`src/odseq_pkg.sv`:
```
// odseq_pkg: shared constants, codes and types of the obstacle detour sequencer
// no dependencies; imported by every module of the block
`timescale 1ns / 1ps

package odseq_pkg;

  // angle scaling
  localparam int YAW_FRAC_BITS = 6;
  localparam int YAW_W         = 16;
  localparam int TURN_W        = 14;
  localparam int FWD_W         = 16;
  localparam int ATT_W         = 3;
  localparam int DIFF_W        = 20;

  localparam logic signed [DIFF_W-1:0] HALF_TURN     = DIFF_W'(180 * (1 << YAW_FRAC_BITS));
  localparam logic signed [DIFF_W-1:0] FULL_TURN     = DIFF_W'(360 * (1 << YAW_FRAC_BITS));
  localparam logic signed [DIFF_W-1:0] NEG_HALF_TURN = -HALF_TURN;

  localparam logic [ATT_W-1:0] ATT_MAX = '1;

  // phases
  localparam logic [1:0] PH_START = 2'd0;
  localparam logic [1:0] PH_CW    = 2'd1;
  localparam logic [1:0] PH_FWD   = 2'd2;
  localparam logic [1:0] PH_CCW   = 2'd3;

  // motor commands
  localparam logic [1:0] CMD_KEEP = 2'd0;
  localparam logic [1:0] CMD_CW   = 2'd1;
  localparam logic [1:0] CMD_FWD  = 2'd2;
  localparam logic [1:0] CMD_CCW  = 2'd3;

  // verdicts
  localparam logic [1:0] VERDICT_KEEP   = 2'd0;
  localparam logic [1:0] VERDICT_RESUME = 2'd1;
  localparam logic [1:0] VERDICT_HALT   = 2'd2;

  // configuration register indexes
  localparam int CFG_IDX_W = 2;
  localparam logic [CFG_IDX_W-1:0] REG_TURN_ANGLE    = 2'd0;
  localparam logic [CFG_IDX_W-1:0] REG_FORWARD_TICKS = 2'd1;
  localparam logic [CFG_IDX_W-1:0] REG_MAX_ATTEMPTS  = 2'd2;

  localparam logic [TURN_W-1:0] TURN_ANGLE_RST    = 14'd5760;
  localparam logic [FWD_W-1:0]  FORWARD_TICKS_RST = 16'd1000;
  localparam logic [ATT_W-1:0]  MAX_ATTEMPTS_RST  = 3'd3;

  typedef struct packed {
    logic [TURN_W-1:0] turn_angle;
    logic [FWD_W-1:0]  forward_ticks;
    logic [ATT_W-1:0]  max_attempts;
  } odseq_cfg_t;

  typedef struct packed {
    logic [ATT_W-1:0] attempts_done;
    logic [1:0]       verdict;
    logic [1:0]       phase;
    logic [1:0]       motor_command;
  } odseq_result_t;

endpackage

```
`src/odseq_turn_check.sv`:
```
// odseq_turn_check: wrapped heading difference and turn end compare
// depends on odseq_pkg
`timescale 1ns / 1ps

module odseq_turn_check (
  input  logic signed [odseq_pkg::YAW_W-1:0]  yaw_i,
  input  logic signed [odseq_pkg::YAW_W-1:0]  ref_i,
  input  logic        [odseq_pkg::TURN_W-1:0] turn_angle_i,
  output logic                                done_o
);
  import odseq_pkg::*;

  logic signed [DIFF_W-1:0] d0, d1, d2, d3, d4;
  logic        [DIFF_W-1:0] mag;

  always_comb begin
    d0  = DIFF_W'(yaw_i) - DIFF_W'(ref_i);
    d1  = (d0 > HALF_TURN) ? d0 - FULL_TURN : d0;
    d2  = (d1 > HALF_TURN) ? d1 - FULL_TURN : d1;
    d3  = (d2 < NEG_HALF_TURN) ? d2 + FULL_TURN : d2;
    d4  = (d3 < NEG_HALF_TURN) ? d3 + FULL_TURN : d3;
    mag = unsigned'((d4 < 0) ? -d4 : d4);
    done_o = mag >= DIFF_W'(turn_angle_i);
  end

endmodule

```
`src/odseq_ctrl.sv`:
```
// odseq_ctrl: detour phase state and its per-tick update
// depends on odseq_pkg and odseq_turn_check
`timescale 1ns / 1ps

module odseq_ctrl (
  input  logic                               clk_i,
  input  logic                               rst_ni,
  input  logic                               en_i,
  input  logic signed [odseq_pkg::YAW_W-1:0] yaw_i,
  input  logic                               obstacle_i,
  input  odseq_pkg::odseq_cfg_t              cfg_i,
  output odseq_pkg::odseq_result_t           result_o
);
  import odseq_pkg::*;

  logic [1:0]               phase_q, phase_d;
  logic                     latched_q, latched_d;
  logic signed [YAW_W-1:0]  ref_q, ref_d;
  logic [FWD_W-1:0]         fcnt_q, fcnt_d;
  logic [ATT_W-1:0]         att_q, att_d;
  logic                     turn_done;
  logic [1:0]               cmd;
  logic [1:0]               verdict;

  odseq_turn_check u_turn_check (
    .yaw_i       (yaw_i),
    .ref_i       (ref_d),
    .turn_angle_i(cfg_i.turn_angle),
    .done_o      (turn_done)
  );

  // latch step, independent of the turn compare
  always_comb begin
    phase_d   = phase_q;
    latched_d = latched_q;
    ref_d     = ref_q;
    cmd       = CMD_KEEP;
    if (!latched_q) begin
      ref_d     = yaw_i;
      latched_d = 1'b1;
      if (phase_q == PH_START) begin
        phase_d = PH_CW;
        cmd     = CMD_CW;
      end else begin
        phase_d = PH_CCW;
        cmd     = CMD_CCW;
      end
    end
  end

  logic [1:0]       phase_n;
  logic             latched_n;
  logic [ATT_W-1:0] att_inc;

  always_comb begin
    phase_n   = phase_d;
    latched_n = latched_d;
    fcnt_d    = fcnt_q;
    att_d     = att_q;
    verdict   = VERDICT_KEEP;
    att_inc   = att_q;
    result_o.motor_command = cmd;
    if (phase_d == PH_CW && turn_done) begin
      result_o.motor_command = CMD_FWD;
      phase_n = PH_FWD;
      fcnt_d  = '0;
    end
    if (phase_n == PH_FWD && latched_d) begin
      if (fcnt_d >= cfg_i.forward_ticks) begin
        latched_n = 1'b0;
      end else begin
        fcnt_d = fcnt_d + 1'b1;
      end
    end
    if (phase_n == PH_CCW && turn_done) begin
      latched_n = 1'b0;
      phase_n   = PH_START;
      if (obstacle_i) begin
        att_inc = (att_q == ATT_MAX) ? att_q : att_q + 1'b1;
      end else begin
        att_inc = '0;
        verdict = VERDICT_RESUME;
      end
      att_d = att_inc;
      if (att_inc >= cfg_i.max_attempts) begin
        verdict = VERDICT_HALT;
        att_d   = '0;
      end
    end
    result_o.phase         = phase_n;
    result_o.verdict       = verdict;
    result_o.attempts_done = att_d;
  end

  always_ff @(posedge clk_i or negedge rst_ni) begin
    if (!rst_ni) begin
      phase_q   <= PH_START;
      latched_q <= 1'b0;
      ref_q     <= '0;
      fcnt_q    <= '0;
      att_q     <= '0;
    end else if (en_i) begin
      phase_q   <= phase_n;
      latched_q <= latched_n;
      ref_q     <= ref_d;
      fcnt_q    <= fcnt_d;
      att_q     <= att_d;
    end
  end

endmodule

```
`src/obstacle_detour_sequencer_core.sv`:
```
// obstacle_detour_sequencer_core: top level with stream ports, config registers
// depends on odseq_pkg and odseq_ctrl
`timescale 1ns / 1ps

// Usage
//   s_axis: one beat per control tick, yaw sample and obstacle flag.
//   m_axis: exactly one result beat per input beat, in order: motor command,
//           phase after the tick, verdict and attempt count.
//   cfg: write channel, always ready; index 0 turn angle, 1 forward ticks,
//        2 max attempts, other indexes are ignored. Write only while idle.
// Path: input beat to result beat through the input register, then the result
//   register holding the state update of the tick.
// Throughput: one beat per cycle while m_axis_tready stays high; the detour state
//   is updated in the single combinational pass between the two registers.
// Reset: phase start, no heading latched, counters zero, registers at their
//   defaults (turn angle 5760, forward ticks 1000, max attempts 3).
// Stall: when m_axis_tready is low the result register holds its beat; the
//   input register takes one more beat if it is empty, then s_axis_tready drops.

module obstacle_detour_sequencer_core (
  input  logic        clk_i,
  input  logic        rst_ni,
  input  logic        s_axis_tvalid,
  output logic        s_axis_tready,
  // [15:0] yaw_angle, [16] obstacle_present, [23:17] zero
  input  logic [23:0] s_axis_tdata,
  output logic        m_axis_tvalid,
  input  logic        m_axis_tready,
  // [1:0] motor_command, [3:2] phase, [5:4] verdict, [8:6] attempts_done, [15:9] zero
  output logic [15:0] m_axis_tdata,
  input  logic        cfg_valid_i,
  output logic        cfg_ready_o,
  input  logic [odseq_pkg::CFG_IDX_W-1:0] cfg_index_i,
  input  logic [15:0] cfg_data_i
);
  import odseq_pkg::*;

  odseq_cfg_t              cfg_q;
  logic                    in_vld_q;
  logic signed [YAW_W-1:0] yaw_q;
  logic                    obs_q;
  logic                    out_vld_q;
  odseq_result_t           res_q, res_d;
  logic                    adv;

  assign cfg_ready_o = 1'b1;

  always_ff @(posedge clk_i or negedge rst_ni) begin
    if (!rst_ni) begin
      cfg_q.turn_angle    <= TURN_ANGLE_RST;
      cfg_q.forward_ticks <= FORWARD_TICKS_RST;
      cfg_q.max_attempts  <= MAX_ATTEMPTS_RST;
    end else if (cfg_valid_i) begin
      unique case (cfg_index_i)
        REG_TURN_ANGLE:    cfg_q.turn_angle    <= cfg_data_i[TURN_W-1:0];
        REG_FORWARD_TICKS: cfg_q.forward_ticks <= cfg_data_i[FWD_W-1:0];
        REG_MAX_ATTEMPTS:  cfg_q.max_attempts  <= cfg_data_i[ATT_W-1:0];
        default: ;
      endcase
    end
  end

  // result register frees up when empty or taken
  assign adv           = in_vld_q && (!out_vld_q || m_axis_tready);
  assign s_axis_tready = !in_vld_q || adv;

  always_ff @(posedge clk_i or negedge rst_ni) begin
    if (!rst_ni) begin
      in_vld_q <= 1'b0;
    end else if (s_axis_tready) begin
      in_vld_q <= s_axis_tvalid;
    end
  end

  always_ff @(posedge clk_i) begin
    if (s_axis_tvalid && s_axis_tready) begin
      yaw_q <= s_axis_tdata[YAW_W-1:0];
      obs_q <= s_axis_tdata[YAW_W];
    end
  end

  odseq_ctrl u_ctrl (
    .clk_i     (clk_i),
    .rst_ni    (rst_ni),
    .en_i      (adv),
    .yaw_i     (yaw_q),
    .obstacle_i(obs_q),
    .cfg_i     (cfg_q),
    .result_o  (res_d)
  );

  always_ff @(posedge clk_i or negedge rst_ni) begin
    if (!rst_ni) begin
      out_vld_q <= 1'b0;
    end else if (adv) begin
      out_vld_q <= 1'b1;
    end else if (m_axis_tready) begin
      out_vld_q <= 1'b0;
    end
  end

  always_ff @(posedge clk_i) begin
    if (adv) begin
      res_q <= res_d;
    end
  end

  assign m_axis_tvalid = out_vld_q;
  assign m_axis_tdata  = {7'd0, res_q};

endmodule

```
`config.mk`:
```
export PLATFORM = sky130hd
export DESIGN_NAME = obstacle_detour_sequencer_core
export DESIGN_NICKNAME = d
export VERILOG_FILES = /design/src/odseq_pkg.sv /design/src/odseq_turn_check.sv /design/src/odseq_ctrl.sv /design/src/obstacle_detour_sequencer_core.sv
export SDC_FILE = /design/constraint.sdc
export NUM_CORES = 1
export LEC_CHECK = 0
export BUFFER_PORTS_ARGS = -buffer_cell sky130_fd_sc_hd__buf_2
export CORE_UTILIZATION = 56
export CTS_CLUSTER_SIZE = 40
export DETAILED_ROUTE_END_ITERATION = 12
export GPL_TIMING_DRIVEN = 0
export PLACE_DENSITY_LB_ADDON = 0.08
export RECOVER_POWER = 100
export SETUP_SLACK_MARGIN = 0.1
export SLEW_MARGIN = 10
export SYNTH_ARGS = -nofsm -noshare
export SYNTH_HDL_FRONTEND = slang
export SYNTH_HIERARCHICAL = 1
export SYNTH_SLANG_ARGS = --single-unit
```
`constraint.sdc`:
```
create_clock -name clk_i -period 12.6 [get_ports clk_i]
set_input_delay 1.89 -clock clk_i [delete_from_list [all_inputs] [get_ports clk_i]]
set_output_delay 1.89 -clock clk_i [all_outputs]
set_load 0.05 [all_outputs]
```
# After elaboration in Yosys (flattened, before gate mapping)
# Cells that the tools add are included.
[totals]
reg_bits = 99
in_bits = 47
word_cells = 83
[op_classes]
addsub = 8
magnitude_cmp = 8
n_eq_ne = 6
muxes = 26
n_bitwise = 1
n_reduce_logical = 16
[op_table]
columns = ["cell", "n"]
rows = [
  ["20-bit 2-to-1 mux", 5],
  ["16-bit 2-to-1 mux", 4],
  ["20-bit by 16-bit adder with 20-bit output (second input constant)", 2],
  ["20-bit by 15-bit greater-than comparator with 1-bit output (second input constant)", 2],
  ["20-bit by 15-bit < comparator with 1-bit output (second input constant)", 2],
  ["20-bit by 16-bit subtractor with 20-bit output (second input constant)", 2],
  ["20-bit by 14-bit >= comparator with 1-bit output", 1],
  ["20-bit by 1-bit < comparator with 1-bit output (second input constant)", 1],
  ["20-bit negator", 1],
  ["16-bit by 16-bit subtractor with 17-bit output", 1],
  ["16-bit by 1-bit adder with 16-bit output (second input constant)", 1],
  ["16-bit >= comparator", 1],
  ["3-bit 2-to-1 mux", 5],
  ["2-bit 2-to-1 mux", 6],
  ["2-bit equality test (second input constant)", 3],
  ["1-bit 2-to-1 mux", 6],
  ["2-bit AND reduction", 3],
  ["2-bit by 1-bit equality test with 1-bit output (second input constant)", 2],
  ["1-bit logical AND", 4],
  ["2-bit zero test", 2],
  ["2-bit OR reduction", 2],
  ["3-bit by 1-bit adder with 3-bit output (second input constant)", 1],
  ["3-bit equality test (second input constant)", 1],
  ["3-bit >= comparator", 1],
  ["4 further kinds", 6],
]

# Logic depth before layout (Yosys ltp)
[depth]
word_depth = 21
ltp_mapped = 69

# Cells and area by module
# The synthesis kept the hierarchy.
[modules_own_cells]
columns = ["module", "n_inst", "cells_each", "area_per_inst_um2"]
rows = [
  ["odseq_turn_check", 1, 516, 3649.8],
  ["odseq_ctrl", 1, 333, 2862.7],
  ["obstacle_detour_sequencer_core", 1, 115, 2218.4],
]

# Worst setup path after synthesis
# Ideal clock, no wire load.
[synth_timing]
kind = "register -> register"
startpoint = "reg u_ctrl.latched_q"
endpoint = "reg u_ctrl.fcnt_q[9]"
setup_ns = 0.079
arrival_time_ns = 12.034
t_required_ns = 12.521
setup_slack_ns = 0.487
stages_incl_launch_ff = 66
n_path_buf = 9
period_less_slack_ns = 12.113
cell_sequence = "dfrtp_1 -> buf_6 -> clkbuf_1 -> mux2_2 -> ha_1 -> fa_1 -> nand2b_2 -> a211oi_2 -> o2111a_2 -> o21ai_1 -> a221o_1 -> buf_2 -> a21oi_2 -> a21oi_1 -> nor2_1 -> xnor2_1 -> ha_1 -> a211o_1 -> (+30 left out) -> o21a_1 -> nor4_1 -> a21oi_1 -> or3_1 -> buf_2 -> nand2b_4 -> or2_1 -> buf_6 -> clkbuf_1 -> and2_1 -> ha_1 -> and4_1 -> nor4b_1 -> a211oi_1 -> o211ai_4 -> buf_6 -> nor3b_1 -> mux2i_1"
[synth_between]
elab_chain_cells = 18
[synth_rtl]
columns = ["element", "line_no", "text"]
rows = [
  ["from (decl)", "odseq_ctrl.sv:17", "logic latched_q, latched_d;"],
  ["from (signal assigned)", "odseq_ctrl.sv:104", "latched_q <= latched_n;"],
  ["16-bit 2-to-1 mux (*)", "odseq_ctrl.sv:38", "if (!latched_q) begin"],
  ["net u_ctrl.ref_d[0]", "odseq_ctrl.sv:18", "logic signed [YAW_W-1:0] ref_q, ref_d;"],
  ["16-bit by 16-bit subtractor with 17-bit output (*)", "odseq_turn_check.sv:17", "d0 = DIFF_W'(yaw_i) - DIFF_W'(ref_i);"],
  ["20-bit by 16-bit subtractor with 20-bit output / 20-bit by 15-bit greater-than comparator with 1-bit output (equally long branches)", "odseq_turn_check.sv:18", "d1 = (d0 > HALF_TURN) ? d0 - FULL_TURN : d0;"],
  ["20-bit 2-to-1 mux (*)", "odseq_turn_check.sv:18", ""],
  ["20-bit by 16-bit subtractor with 20-bit output / 20-bit by 15-bit greater-than comparator with 1-bit output (equally long branches)", "odseq_turn_check.sv:19", "d2 = (d1 > HALF_TURN) ? d1 - FULL_TURN : d1;"],
  ["20-bit 2-to-1 mux (*)", "odseq_turn_check.sv:19", ""],
  ["20-bit by 16-bit adder with 20-bit output / 20-bit by 15-bit < comparator with 1-bit output (equally long branches)", "odseq_turn_check.sv:20", "d3 = (d2 < NEG_HALF_TURN) ? d2 + FULL_TURN : d2;"],
  ["(+4 left out)", "-", ""],
  ["20-bit 2-to-1 mux (*)", "odseq_turn_check.sv:22", "mag = unsigned'((d4 < 0) ? -d4 : d4);"],
  ["20-bit by 14-bit >= comparator with 1-bit output (*)", "odseq_turn_check.sv:23", "done_o = mag >= DIFF_W'(turn_angle_i);"],
  ["net u_ctrl.turn_done", "odseq_ctrl.sv:21", "logic turn_done;"],
  ["1-bit logical AND (*)", "odseq_ctrl.sv:63", "if (phase_d == PH_CW && turn_done) begin"],
  ["16-bit 2-to-1 mux", "odseq_ctrl.sv:63", ""],
  ["16-bit by 1-bit adder with 16-bit output / 16-bit >= comparator (equally long branches)", "odseq_ctrl.sv:72, odseq_ctrl.sv:69", ""],
  ["16-bit 2-to-1 mux", "odseq_ctrl.sv:69", "if (fcnt_d >= cfg_i.forward_ticks) begin"],
  ["16-bit 2-to-1 mux (*)", "odseq_ctrl.sv:68", "if (phase_n == PH_FWD && latched_d) begin"],
  ["to (signal assigned)", "odseq_ctrl.sv:106", "fcnt_q <= fcnt_d;"],
  ["to (decl)", "odseq_ctrl.sv:19", "logic [FWD_W-1:0] fcnt_q, fcnt_d;"],
]
# Mark *: on every way through the listed nets, which the timed path passes. The rest lies on a longest branch.
# A chain may end at the register's enable or synchronous reset.

# Worst setup path after layout
[layout_timing]
startpoint = "reg u_ctrl.latched_q"
endpoint = "reg u_ctrl.fcnt_q[2]"
# The elaborated chain is that of the path after synthesis.

==> summary by stage <==
Synthesis
The proportion of register bits with asynchronous set or reset after synthesis is 73.7%. In this run the cell area of the synthesized design comes to 8730 um2. The post-synthesis sequential element count is 99. In this run the mean area of a mapped cell was 9.06 um2. The number of flops mapped to enable cells by yosys is 26. The Yosys step of the flow raised 6 warnings. The synthesized netlist contains 105 unique library cells.

The sequential share of the synthesized area is 30.0%. The proportion of netlist area held by the largest area contributor is 17.5%. In the post-synthesis netlist, the biggest area contributors are dfrtp_1 17%, edfxtp_1 8.9%, ha_1 7.7%, mux2_2 7.2%, nor2_1 3.9%.

Synthesis produced 964 cells. The cell type with the highest aggregate area in the netlist is dfrtp_1. In the synthesized netlist the dominant register cell turns out to be dfrtp_1.

Routing
In this run the remaining antenna-violating nets after routing total 0. The via count of the routed design is 7321. After detailed routing, the total wire length is 19.7 mm. The wire length per cell is 15.7 um. The iteration count of the initial detailed-routing pass is 5. The DRC violations left is 0. The vias per cell is 5.83.

The first routing iteration left 492 violations.

Worst setup path
The worst stage delay on the critical path is 0.39 ns. The startpoint type of the worst setup path is a flip-flop. The worst endpoint required time is 12.84 ns. The worst-path cell with the longest stage delay is o211ai_1. The sort of element at the end of the critical path is a flip-flop. The worst setup path category is flip-flop to flip-flop. Along the worst path, the maximum fanout reaches 10. The arrival time of data at the critical path endpoint is 12.08 ns.

Flow run
The tool flagged a number of max-cap violations equal to 1.

Cells and area
The sequential cell area is 2620 um2. The area of combinational cells with multiple inputs is 5820 um2. The repair_antennas step left the layout with diodes totalling 0. In the final layout, the share of cells above drive strength 1 is 26.5%. At the end of the flow, the number of nets in the layout was 1164.

The finished cells cover 10100 um2. Relative to the synthesized area, the layout overhead comes to 15.7%. The number of fill cells in the layout is 1330.

Global routing
The largest net degree at the start of global routing is 59. The first-pass GRT wire length is 31.9 mm. Global routing consumed, over all layers together, 24.5% of the routing resources. For met3 alone, demand over resource in global routing was 4.05%. The number of global-route vias before repair is 6629. The total overflow reported by the global router is 0.

The initial antenna violation count is 0. The met1 capacity usage during global routing is 34.6%. In this run the most used layer during global routing was met2.

The met2 usage is 38.8%.

Floorplan
The area of the core region is 15200 um2. The area of the die is 16100 um2. In this run the core area contains 45 standard-cell rows. The starting density of the core is 57.4%. The die extent in x is 127 um. 66 I/O pins were placed. The die outline height is 127 um.

STA
The worst-case headroom to the max-slew limit is -113%. The final number of max-transition violations came to 59. The count of endpoints failing setup in the final report is 0. For this run, the top clock speed supported by timing is 84.4 MHz. At the pin with the least slew margin, the transition time is 3.20 ns. Setup repair after global routing left no endpoint under its margin. Counting I/O delays and the setup requirement, the final critical path takes 11.85 ns. The slack of the critical path is 0.752 ns. The fraction of the cycle the final worst path needs is 94.0%. Clock skew on the completed layout was measured at 0.0103 ns. Hold timing on the final database bottoms out at a slack of 0.497 ns.

The final-report hold violation count was 0.

Run status
The final reports fail on max-capacitance violations, max-slew violations. The run finished, with violations left.

Clocking
The number of H-tree levels is 3. The tree is rooted in a clkbuf_16. TritonCTS built the clock tree. The number of clock sinks is 99. In this run the deepest clock path goes through 2 buffers. The number of buffers inserted during clock tree synthesis is 9. The later pin in the worst-skew pair is clocked with a latency of 0.36 ns. Clock-pin slew was measured on the worst setup and hold paths at 0.07 ns.

Placed design
During placement, the flow inserted port buffers numbering 50. The post-placement cell area is 9270 um2. The detailed placement HPWL is 14.6 mm.

The final RePlAce weighted congestion is 0.866. Before CTS, the worst setup slack after placement is -1.85 ns.

Worst hold path
The tightest min-delay check is of the flip-flop to flip-flop type.
cells by family after synthesis:
kind of cell	count (synthesis)	synth area share [%]
buffers and inverters	112	6.32
flip-flops	99	30.0
AND/OR/NAND/NOR	357	22.3
AO/OA/AOI/OAI	230	19.9
XOR/XNOR	47	5.39
multiplexers	62	7.95
other	2	0.0860
adder cells (fa/ha/maj)	55	7.97
worst paths after layout:
path,start,to,slack [ns],cells after the start
max,u_ctrl/latched_q,u_ctrl/fcnt_q[2],0.75,63
min,in_vld_q,m_axis_tvalid,0.50,1
max reg2reg,u_ctrl/latched_q,u_ctrl/fcnt_q[2],0.75,63
min reg2reg,in_vld_q,m_axis_tvalid,0.50,1
max in group asynchronous,rst_ni,u_ctrl/ref_q[9],7.46,2
min in group asynchronous,rst_ni,cfg_q[14],1.62,1
per-layer routing:
| layer | up-vias | part of all wire [%] | wire length (um) |
|---|---|---|---|
| met5 | - | 0 | 0 |
| met4 | 0 | 0.84 | 165 |
| met3 | 13 | 2.7 | 541 |
| met2 | 130 | 47 | 9250 |
| met1 | 3487 | 49 | 9720 |
| li1 | 3691 | - | - |
cell type report:
| type | instances | area share (%) |
|---|---|---|
| clock buffer | 9 | 2.23 |
| sequential | 99 | 26.0 |
| timing repair buffer | 81 | 4.78 |
| tap | 188 | 2.33 |
| clock inverter | 7 | 1.07 |
| inverter | 66 | 2.45 |
| buffer | 46 | 3.49 |
| multi-input combinational | 759 | 57.7 |
cells in the mapped netlist (all sizes together) (12+ instances only):
library cell,instances
dfrtp,61
nand4,12
inv,65
o211ai,16
ha,54
a21oi,51
clkbuf,15
mux2,56
a21o,18
nor3,20
dfstp,12
nor2,94
nand2,82
o21ai,46
and2,27
nor4,14
buf,31
edfxtp,26
xor2,16
nand3,30
xnor2,30
nand2b,22
critical path, delay by kind of cell (launching register included):
kind | cells | cell delay [ns]
flip-flops | 1 | 0.37
adder cells (fa/ha/maj) | 6 | 1.53
buffers and inverters | 9 | 1.39
XOR/XNOR | 3 | 0.42
AO/OA/AOI/OAI | 26 | 5.05
multiplexers | 1 | 0.31
AND/OR/NAND/NOR | 18 | 2.61
stage by stage:
step	TNS [ns]	cells	utilization, %
after floorplan	0	970	-
after global placement	-29.02	1208	60.8
after detailed placement	-29.60	1209	61.0
after CTS	0	1234	64.4
after global routing	0	1255	66.4
final	0	1255	66.4
registers in the layout, summed over array words and instances, names as in the netlist:
name	flops
cfg_q	33
in_vld_q	1
m_axis_tdata	9
m_axis_tvalid	1
obs_q	1
u_ctrl/att_q	3
u_ctrl/fcnt_q	16
u_ctrl/latched_q	1
u_ctrl/phase_q	2
u_ctrl/ref_q	16
yaw_q	16
cell usage in the layout (no fill, tap or decap), drive strengths merged, types with 14 or more instances in the layout:
cell	netlist	routed
a21o	18	18
nand2	82	82
nor3	20	20
nand3	30	30
o21ai	46	46
nor2	94	94
nand2b	22	22
xnor2	30	30
and2	27	27
ha	54	54
mux2	56	56
edfxtp	26	26
o211ai	16	16
clkbuf	15	37
nor4	14	14
inv	65	68
buf	31	99
a21oi	51	51
dfrtp	61	61
xor2	16	16
what timing repair did:
item / 4_1_cts / 5_1_grt
setup endpoints to repair: 21 / 17
buffers inserted: 9 / 20
hold buffers: 0 / 0
gates cloned: 0 / 1
resized for setup: 27 / 65
pin swaps: 8 / 29
Power is left out: the tool's default activity adds up to more than one toggle a clock period on the data nets, which glitch-free logic cannot reach.
